--- config.mk ---
export PLATFORM = sky130hd
export DESIGN_NAME = video_region_adjust_with_matte
export DESIGN_NICKNAME = d
export VERILOG_FILES = /design/src/design/vra_pkg.sv /design/src/design/vra_axis_resize.sv /design/src/design/vra_step.sv /design/src/design/video_region_adjust_with_matte.sv
export SDC_FILE = /design/constraint.sdc
export NUM_CORES = 1
export LEC_CHECK = 0
export ABC_AREA = 1
export BUFFER_PORTS_ARGS = -buffer_cell sky130_fd_sc_hd__buf_2
export CELL_PAD_IN_SITES_DETAIL_PLACEMENT = 1
export CELL_PAD_IN_SITES_GLOBAL_PLACEMENT = 1
export CORE_ASPECT_RATIO = 0.8
export CORE_MARGIN = 8
export CORE_UTILIZATION = 45
export DETAILED_ROUTE_END_ITERATION = 10
export MAX_ROUTING_LAYER = met4
export PLACE_DENSITY_LB_ADDON = 0.1
export SYNTH_ARGS = -nofsm -noshare
export SYNTH_HDL_FRONTEND = slang
export SYNTH_HIERARCHICAL = 1
export SYNTH_SLANG_ARGS = --single-unit
--- constraint.sdc ---
create_clock -name clk -period 15 [get_ports clk]
set_clock_uncertainty 0.1 [all_clocks]
set_input_delay 0.75 -clock clk [delete_from_list [all_inputs] [get_ports clk]]
set_output_delay 0.75 -clock clk [all_outputs]
set_load 0.05 [all_outputs]
--- src/design/vra_pkg.sv ---
// ----------------------------------------------------------------------------
// vra_pkg
// Shared types, constants and helpers for the video region adjust block.
// ----------------------------------------------------------------------------
package vra_pkg;

  localparam int COORD_W  = 13;
  localparam int INNER_W  = 12;
  localparam int CFG_IDX_W = 2;

  // signed work width, wide enough for 3 * 8191 plus one size step
  typedef logic signed [15:0] sval_t;
  typedef logic [COORD_W-1:0] coord_t;
  typedef logic [INNER_W-1:0] inner_t;

  localparam sval_t MIN_SIZE   = 16'sd16;
  localparam sval_t ALIGN_MASK = 16'sd15;

  localparam int BTN_W     = 7;
  localparam int BTN_RIGHT = 0;
  localparam int BTN_LEFT  = 1;
  localparam int BTN_UP    = 2;
  localparam int BTN_DOWN  = 3;
  localparam int BTN_R1    = 4;
  localparam int BTN_R2    = 5;
  localparam int BTN_L2    = 6;

  localparam logic [CFG_IDX_W-1:0] REG_FRAME_WIDTH  = 2'd0;
  localparam logic [CFG_IDX_W-1:0] REG_FRAME_HEIGHT = 2'd1;

  typedef struct packed {
    coord_t x;
    coord_t y;
    coord_t w;
    coord_t h;
    inner_t ix;
    inner_t iy;
    coord_t ox;
    coord_t oy;
  } region_t;

  typedef struct packed {
    coord_t left;
    coord_t top;
    coord_t width;
    coord_t height;
  } mask_t;

  function automatic sval_t ext13(coord_t v);
    return sval_t'({3'b000, v});
  endfunction

  function automatic sval_t ext12(inner_t v);
    return sval_t'({4'b0000, v});
  endfunction

  // lower bound wins when hi < lo
  function automatic sval_t sat(sval_t v, sval_t lo, sval_t hi);
    sval_t r;
    r = v;
    if (r > hi) r = hi;
    if (r < lo) r = lo;
    return r;
  endfunction

endpackage

--- src/design/vra_axis_resize.sv ---
// ----------------------------------------------------------------------------
// vra_axis_resize
// One axis of a centered resize: new aligned size and unclamped new position.
// ----------------------------------------------------------------------------
module vra_axis_resize #(
  parameter int SIZE_STEP = 16
) (
  input  vra_pkg::coord_t pos,
  input  vra_pkg::coord_t size,
  input  logic            grow,
  input  vra_pkg::coord_t limit,
  output vra_pkg::coord_t new_size,
  output vra_pkg::sval_t  new_pos
);

  localparam vra_pkg::sval_t STEP = vra_pkg::sval_t'(SIZE_STEP);

  vra_pkg::sval_t stepped;
  vra_pkg::sval_t aligned;
  vra_pkg::sval_t lim_al;
  vra_pkg::sval_t sized;
  vra_pkg::sval_t twice_ctr;

  always_comb begin
    stepped = grow ? vra_pkg::ext13(size) + STEP : vra_pkg::ext13(size) - STEP;
    aligned = stepped & ~vra_pkg::ALIGN_MASK;
    lim_al  = vra_pkg::ext13(limit) & ~vra_pkg::ALIGN_MASK;
    if (stepped < vra_pkg::MIN_SIZE) begin
      sized = vra_pkg::MIN_SIZE;
    end else begin
      sized = vra_pkg::sat(aligned, vra_pkg::MIN_SIZE, lim_al);
    end
    new_size  = sized[vra_pkg::COORD_W-1:0];
    twice_ctr = (vra_pkg::ext13(pos) <<< 1) + vra_pkg::ext13(size) - sized;
    // negative values are clamped to zero later, so the shift rounding is moot
    new_pos   = twice_ctr >>> 1;
  end

endmodule

--- src/design/vra_step.sv ---
// ----------------------------------------------------------------------------
// vra_step
// Next region state from one button mask, final clamp and the matte rectangle.
// ----------------------------------------------------------------------------
module vra_step #(
  parameter int SIZE_STEP = 16
) (
  input  vra_pkg::region_t          cur,
  input  logic [vra_pkg::BTN_W-1:0] buttons,
  input  vra_pkg::coord_t           frame_width,
  input  vra_pkg::coord_t           frame_height,
  output vra_pkg::region_t          nxt,
  output vra_pkg::mask_t            mask
);

  vra_pkg::coord_t rw_size;
  vra_pkg::sval_t  rw_pos;
  vra_pkg::coord_t rh_size;
  vra_pkg::sval_t  rh_pos;

  vra_axis_resize #(.SIZE_STEP(SIZE_STEP)) u_resize_x (
    .pos      (cur.x),
    .size     (cur.w),
    .grow     (buttons[vra_pkg::BTN_RIGHT]),
    .limit    (frame_width),
    .new_size (rw_size),
    .new_pos  (rw_pos)
  );

  vra_axis_resize #(.SIZE_STEP(SIZE_STEP)) u_resize_y (
    .pos      (cur.y),
    .size     (cur.h),
    .grow     (buttons[vra_pkg::BTN_UP]),
    .limit    (frame_height),
    .new_size (rh_size),
    .new_pos  (rh_pos)
  );

  vra_pkg::sval_t hd, vd;
  vra_pkg::sval_t x, y, w, h, ix, iy, ox, oy;
  vra_pkg::sval_t cw, ch;
  vra_pkg::sval_t cx, cy, cix, ciy, cox, coy;
  vra_pkg::sval_t l, t, rr, bt;

  always_comb begin
    hd = vra_pkg::sval_t'(buttons[vra_pkg::BTN_RIGHT])
       - vra_pkg::sval_t'(buttons[vra_pkg::BTN_LEFT]);
    vd = vra_pkg::sval_t'(buttons[vra_pkg::BTN_UP])
       - vra_pkg::sval_t'(buttons[vra_pkg::BTN_DOWN]);
    cw = vra_pkg::ext13(frame_width);
    ch = vra_pkg::ext13(frame_height);
    x  = vra_pkg::ext13(cur.x);
    y  = vra_pkg::ext13(cur.y);
    w  = vra_pkg::ext13(cur.w);
    h  = vra_pkg::ext13(cur.h);
    ix = vra_pkg::ext12(cur.ix);
    iy = vra_pkg::ext12(cur.iy);
    ox = vra_pkg::ext13(cur.ox);
    oy = vra_pkg::ext13(cur.oy);

    if (buttons[vra_pkg::BTN_R1]) begin
      x = x + hd;
      y = y - vd;
    end else if (buttons[vra_pkg::BTN_R2]) begin
      ix = ix + hd;
      iy = iy + hd - vd;
    end else if (buttons[vra_pkg::BTN_L2]) begin
      ox = ox - hd;
      oy = oy - hd + vd;
    end else begin
      if (hd != 16'sd0) begin
        w = vra_pkg::ext13(rw_size);
        x = rw_pos;
      end
      if (vd != 16'sd0) begin
        h = vra_pkg::ext13(rh_size);
        y = rh_pos;
      end
    end

    cx  = vra_pkg::sat(x, 16'sd0, cw - w);
    cy  = vra_pkg::sat(y, 16'sd0, ch - h);
    cix = vra_pkg::sat(ix, 16'sd0, w >>> 1);
    ciy = vra_pkg::sat(iy, 16'sd0, h >>> 1);
    cox = vra_pkg::sat(ox, 16'sd0, cw);
    coy = vra_pkg::sat(oy, 16'sd0, ch);

    l  = vra_pkg::sat(cx - cox, 16'sd0, cw);
    t  = vra_pkg::sat(cy - coy, 16'sd0, ch);
    rr = vra_pkg::sat(cx + w + cox, 16'sd0, cw);
    bt = vra_pkg::sat(cy + h + coy, 16'sd0, ch);

    nxt.x  = cx[vra_pkg::COORD_W-1:0];
    nxt.y  = cy[vra_pkg::COORD_W-1:0];
    nxt.w  = w[vra_pkg::COORD_W-1:0];
    nxt.h  = h[vra_pkg::COORD_W-1:0];
    nxt.ix = cix[vra_pkg::INNER_W-1:0];
    nxt.iy = ciy[vra_pkg::INNER_W-1:0];
    nxt.ox = cox[vra_pkg::COORD_W-1:0];
    nxt.oy = coy[vra_pkg::COORD_W-1:0];

    mask.left   = l[vra_pkg::COORD_W-1:0];
    mask.top    = t[vra_pkg::COORD_W-1:0];
    mask.width  = 13'(rr - l);
    mask.height = 13'(bt - t);
  end

endmodule

--- src/design/video_region_adjust_with_matte.sv ---
// ----------------------------------------------------------------------------
// video_region_adjust_with_matte
// Video window editor: moves, resizes and mattes a window on a canvas per
// button mask and reports the window with its clamped suppression rectangle.
// ----------------------------------------------------------------------------
// flow: a button mask is taken into the input register, then stepped into
// the result register; throughput: one button mask per cycle unless stalled
// by result_stall; the region state loops through combinational step logic
// reset: window 16x16 at the origin, mattes zero, canvas 640x480
// ----------------------------------------------------------------------------
module video_region_adjust_with_matte #(
  parameter int SIZE_STEP = 16
) (
  input  logic                          clk,
  input  logic                          rst,
  input  logic                          cfg_we,
  input  logic [vra_pkg::CFG_IDX_W-1:0] cfg_index,
  input  logic [vra_pkg::COORD_W-1:0]   cfg_data,
  input  logic                          buttons_valid,
  output logic                          buttons_stall,
  input  logic [vra_pkg::BTN_W-1:0]     buttons,
  output logic                          result_valid,
  input  logic                          result_stall,
  output logic [12:0]                   win_x,
  output logic [12:0]                   win_y,
  output logic [12:0]                   win_width,
  output logic [12:0]                   win_height,
  output logic [11:0]                   inner_margin_x,
  output logic [11:0]                   inner_margin_y,
  output logic [12:0]                   outer_margin_x,
  output logic [12:0]                   outer_margin_y,
  output logic [12:0]                   mask_left,
  output logic [12:0]                   mask_top,
  output logic [12:0]                   mask_width,
  output logic [12:0]                   mask_height
);

  vra_pkg::coord_t               frame_width;
  vra_pkg::coord_t               frame_height;
  vra_pkg::region_t              region;
  vra_pkg::region_t              region_next;
  vra_pkg::mask_t                mask_next;
  logic                          held_valid;
  logic [vra_pkg::BTN_W-1:0]     held_buttons;
  logic                          advance;

  assign advance       = !result_valid || !result_stall;
  assign buttons_stall = held_valid && !advance;

  vra_step #(.SIZE_STEP(SIZE_STEP)) u_step (
    .cur          (region),
    .buttons      (held_buttons),
    .frame_width  (frame_width),
    .frame_height (frame_height),
    .nxt          (region_next),
    .mask         (mask_next)
  );

  always_ff @(posedge clk) begin
    if (rst) begin
      frame_width  <= 13'd640;
      frame_height <= 13'd480;
    end else if (cfg_we) begin
      case (cfg_index)
        vra_pkg::REG_FRAME_WIDTH:  frame_width  <= cfg_data;
        vra_pkg::REG_FRAME_HEIGHT: frame_height <= cfg_data;
        default: ;
      endcase
    end
  end

  always_ff @(posedge clk) begin
    if (rst) begin
      held_valid <= 1'b0;
    end else if (!buttons_stall) begin
      held_valid <= buttons_valid;
    end
    if (!buttons_stall && buttons_valid) begin
      held_buttons <= buttons;
    end
  end

  always_ff @(posedge clk) begin
    if (rst) begin
      result_valid <= 1'b0;
      region       <= '{x: 13'd0, y: 13'd0, w: 13'd16, h: 13'd16,
                        ix: 12'd0, iy: 12'd0, ox: 13'd0, oy: 13'd0};
    end else if (advance) begin
      result_valid <= held_valid;
      if (held_valid) begin
        region <= region_next;
      end
    end
  end

  always_ff @(posedge clk) begin
    if (advance && held_valid) begin
      mask_left   <= mask_next.left;
      mask_top    <= mask_next.top;
      mask_width  <= mask_next.width;
      mask_height <= mask_next.height;
    end
  end

  assign win_x          = region.x;
  assign win_y          = region.y;
  assign win_width      = region.w;
  assign win_height     = region.h;
  assign inner_margin_x = region.ix;
  assign inner_margin_y = region.iy;
  assign outer_margin_x = region.ox;
  assign outer_margin_y = region.oy;

endmodule
==> results.py <==
metrics = {
    "logic_synthesis": {
        "synthFlopType": "dfxtp_1",
        "seq_area_frac_synth": 0.156,
        "yosysWarnings": 6,
        "postSynthAreaPerCell_sq_um": 6.65,
        "synth_edf_count": 59,
        "synth.distinct_cells": 65,
        "syn_inst": 4215,
        "ys_async_sr_fraction": 0,
        "netlist_area_sq_um": 28000,
        "yosys_register_bits": 189,
    },
    "detailed_routing": {
        "drc": 0,
        "via_per_inst": 5.58,
        "first_iter_violations": 2588,
        "finalWirelength_microns": 111000,
        "wl_per_cell_microns": 21.1,
        "vias": 29200,
        "ant_nets": 0,
        "firstDrtPassIters": 5,
    },
    "sta": {
        "worst_pin_slew_ns": 1.15,
        "fin_crit_ns": 13.94,
        "finalHoldViolCount": 0,
        "relSlewSlack": 0.233,
        "finalSetupViolations": 0,
        "finalCritPeriodShare": 0.929,
        "fin_ws_ns": 1.06,
        "max_freq_mhz": 71.8,
        "drv_slew": 0,
    },
    "worst_hold_path": {
        "hold_path_depth": 1,
        "min_to": "held_buttons[2]$_DFFE_PP_",
        "hp-start": "buttons[2]",
        "hold_class": "in -> reg",
    },
    "finish": {
        "area_growth_pct": 9.25,
        "final_nets": 4874,
        "drive_gt1_frac": 0.113,
        "final_area_sq_um": 30600,
    },
    "power_and_ir_drop": {
        "internal_power_mw": 3.19,
        "power.switching_mw": 4.49,
        "seqPwrFrac": 0.111,
        "power_frac_comb": 0.825,
        "peakVddDrop_uv": 170,
        "p_clk_frac": 0.064,
        "leakage_nw": 16.4,
        "p_per_area_nw_per_um2": 251,
        "swShare": 0.584,
    },
    "cts": {
        "clockBufferDepth": 2,
        "numCtsBuffers": 17,
        "path_clk_slew_ns": 0.09,
        "h-tree-depth": 4,
        "clk-insertion-delay-late_ns": 0.50,
        "cts_sinks": 189,
        "cts-root-buf": "clkbuf_16",
        "cts_tree": "yes",
    },
    "placement": {
        "dp_slack_ns": -0.241,
        "port_buffers": 182,
        "dpl.hpwl_microns": 90000,
        "gp_congestion": 0.996,
        "placed_area_sq_um": 29800,
    },
    "setup_path": {
        "cpPeakStageDelay_ns": 0.75,
        "r2r_slack_ns": 1.06,
        "required_ns": 15.16,
        "r2r_end": "mask_width[12]$_DFFE_PP_",
        "end_kind": "register",
        "slowest_stage": "edfxtp_1",
        "arrival_ns": 14.10,
        "reg2regPathDepth": 78,
        "crit_top_cell": "nand2_1",
        "worstSetupPathType": "reg -> reg",
        "worstPathMaxFanout": 17,
        "start_kind": "register",
        "r2r_start": "held_buttons[0]$_DFFE_PP_",
    },
    "die": {
        "core_sq_um": 62200,
        "die_w_microns": 295,
        "ioPinCount": 183,
        "row_count": 82,
        "die_area_sq_um": 70600,
        "start_util": 0.451,
        "die_h_microns": 239,
    },
    "global_routing": {
        "antenna_found_initial": 3,
        "overflow": 0,
        "grt_max_degree": 86,
        "grt_pass1_wl_microns": 169000,
        "first_global_vias": 28400,
        "grtUsageTotal": 0.315,
    },
    "status": {
        "outcome": "complete, no violations",
    },
    "flow_run": {
        "cap_violations": 0,
    },
}
power groups by stage:
stage | clock [mW] | sequential (mW) | combinational [mW]
finish | 0.491 | 0.853 | 6.34
global route | 0.518 | 0.862 | 7.02
CTS | 0.500 | 0.853 | 6.15
detailed placement | 0 | 0.864 | 6.12
global placement | 0 | 0.860 | 5.99
floorplan | 0 | 1.13 | 4.28
metal layers:
layer	global-route usage	vias up	share of wire
met3	0.0377	79	0.065
met2	0.435	845	0.40
met5	-	-	0
met4	0.0551	0	0.013
met1	0.485	14100	0.53
li1	-	14200	-
cells in the mapped netlist, drive strengths merged, types with 9 or more instances:
master | number | share of area
nand2 | 874 | 0.12
inv | 671 | 0.090
nor2 | 473 | 0.068
ha | 400 | 0.18
a21oi | 337 | 0.060
nand3 | 230 | 0.044
o21ai | 226 | 0.041
xor2 | 131 | 0.041
dfxtp | 130 | 0.093
nand3b | 105 | 0.029
buf | 73 | 0.019
fa | 65 | 0.046
edfxtp | 59 | 0.063
nand4 | 55 | 0.013
or2 | 45 | 0.010
clkbuf | 44 | 0.0059
xnor2 | 43 | 0.013
nor3 | 35 | 0.0062
a211oi | 30 | 0.0080
o21bai | 27 | 0.0072
a31oi | 24 | 0.0054
o211ai | 21 | 0.0072
a21o | 18 | 0.0048
o21a | 13 | 0.0035
and2 | 12 | 0.0027
o22ai | 12 | 0.0029
nor4 | 9 | 0.0020
o31ai | 9 | 0.0026
worst max-delay path by stage:
stage,start,end,slack (ns),depth (start not counted)
floorplan,win_width[4]$_SDFFE_PP1P_,mask_width[12]$_DFFE_PP_,2.08,87
global placement,win_width[5]$_SDFFE_PP0P_,mask_width[12]$_DFFE_PP_,0.16,87
detailed placement,win_width[5]$_SDFFE_PP0P_,mask_width[12]$_DFFE_PP_,-0.24,85
CTS,win_width[4]$_SDFFE_PP1P_,mask_width[12]$_DFFE_PP_,0.15,85
global route,win_height[5]$_SDFFE_PP0P_,mask_height[12]$_DFFE_PP_,-0.07,87
finish,held_buttons[0]$_DFFE_PP_,mask_width[12]$_DFFE_PP_,1.06,78
timing repair:
action,4_1_cts,5_1_grt
cloned,1,1
hold endpoints to repair,0,0
pin swaps,0,9
hold buffers,0,0
buffers inserted,0,9
endpoints found under the setup margin,1,9
resized for setup,5,37
area by class of cell:
class,count,area (sq um)
clock inverters,15,170
repair buffers,253,1450
repair inverters,1,5.00
clock buffers,17,425
fillers,8476,31600
well taps,840,1050
inverters,674,2550
multi-input cells,3246,20600
diodes,1,2.50
flip-flops and latches,189,4390
state kept, by name (all words and copies together), names as in the netlist:
signal / cells
frame_height: 13
frame_width: 13
held_buttons: 7
held_valid: 1
inner_margin_x: 12
inner_margin_y: 12
mask_height: 13
mask_left: 13
mask_top: 13
mask_width: 13
outer_margin_x: 13
outer_margin_y: 13
result_valid: 1
win_height: 13
win_width: 13
win_x: 13
win_y: 13
cells in the final DEF, fill, tap and decap left out, types with 104 or more instances in the layout:
cell,n
nand3b_1,104
nor2_1,435
buf_2,182
ha_1,398
dfxtp_1,123
nand3_1,216
xor2_1,131
a21oi_1,332
o21ai_0,201
nand2_1,839
inv_1,634
logic make-up (layout without fill, tap and decap cells):
logic type | count (synthesis) | in the layout | synth area share
muxes | 6 | 6 | 0.00214
xor gates and xnor gates | 174 | 174 | 0.0544
adders and majority gates | 465 | 465 | 0.225
AOI/OAI and AO/OA | 743 | 743 | 0.151
DFF | 189 | 189 | 0.156
other | 6 | 17 | 0.000803
buffers and inverters | 791 | 960 | 0.115
and+or+nand+nor | 1841 | 1842 | 0.295
critical path: cells and delay by family (launching register included):
family / cells / cell delay [ns]
AO/OA/AOI/OAI: 18 / 3.06
XOR/XNOR: 4 / 0.94
adder cells (fa/ha/maj): 10 / 3.14
buffers and inverters: 12 / 1.59
flip-flops: 1 / 0.75
AND/OR/NAND/NOR: 34 / 4.07
per-stage QoR:
stage               power (mW)  TNS [ns]  instances  utilization  hold WS (ns)
floorplan                 5.40         0       4225            -         0.380
global placement          6.85         0       5192        0.480         0.385
detailed placement        6.98    -0.241       5192        0.480         0.399
CTS                       7.51         0       5225        0.489         0.286
global route              8.40   -0.0728       5236        0.493         0.295
finish                    7.68         0       5236        0.493         0.314
Note: power is estimated with default switching activity, not from simulation.
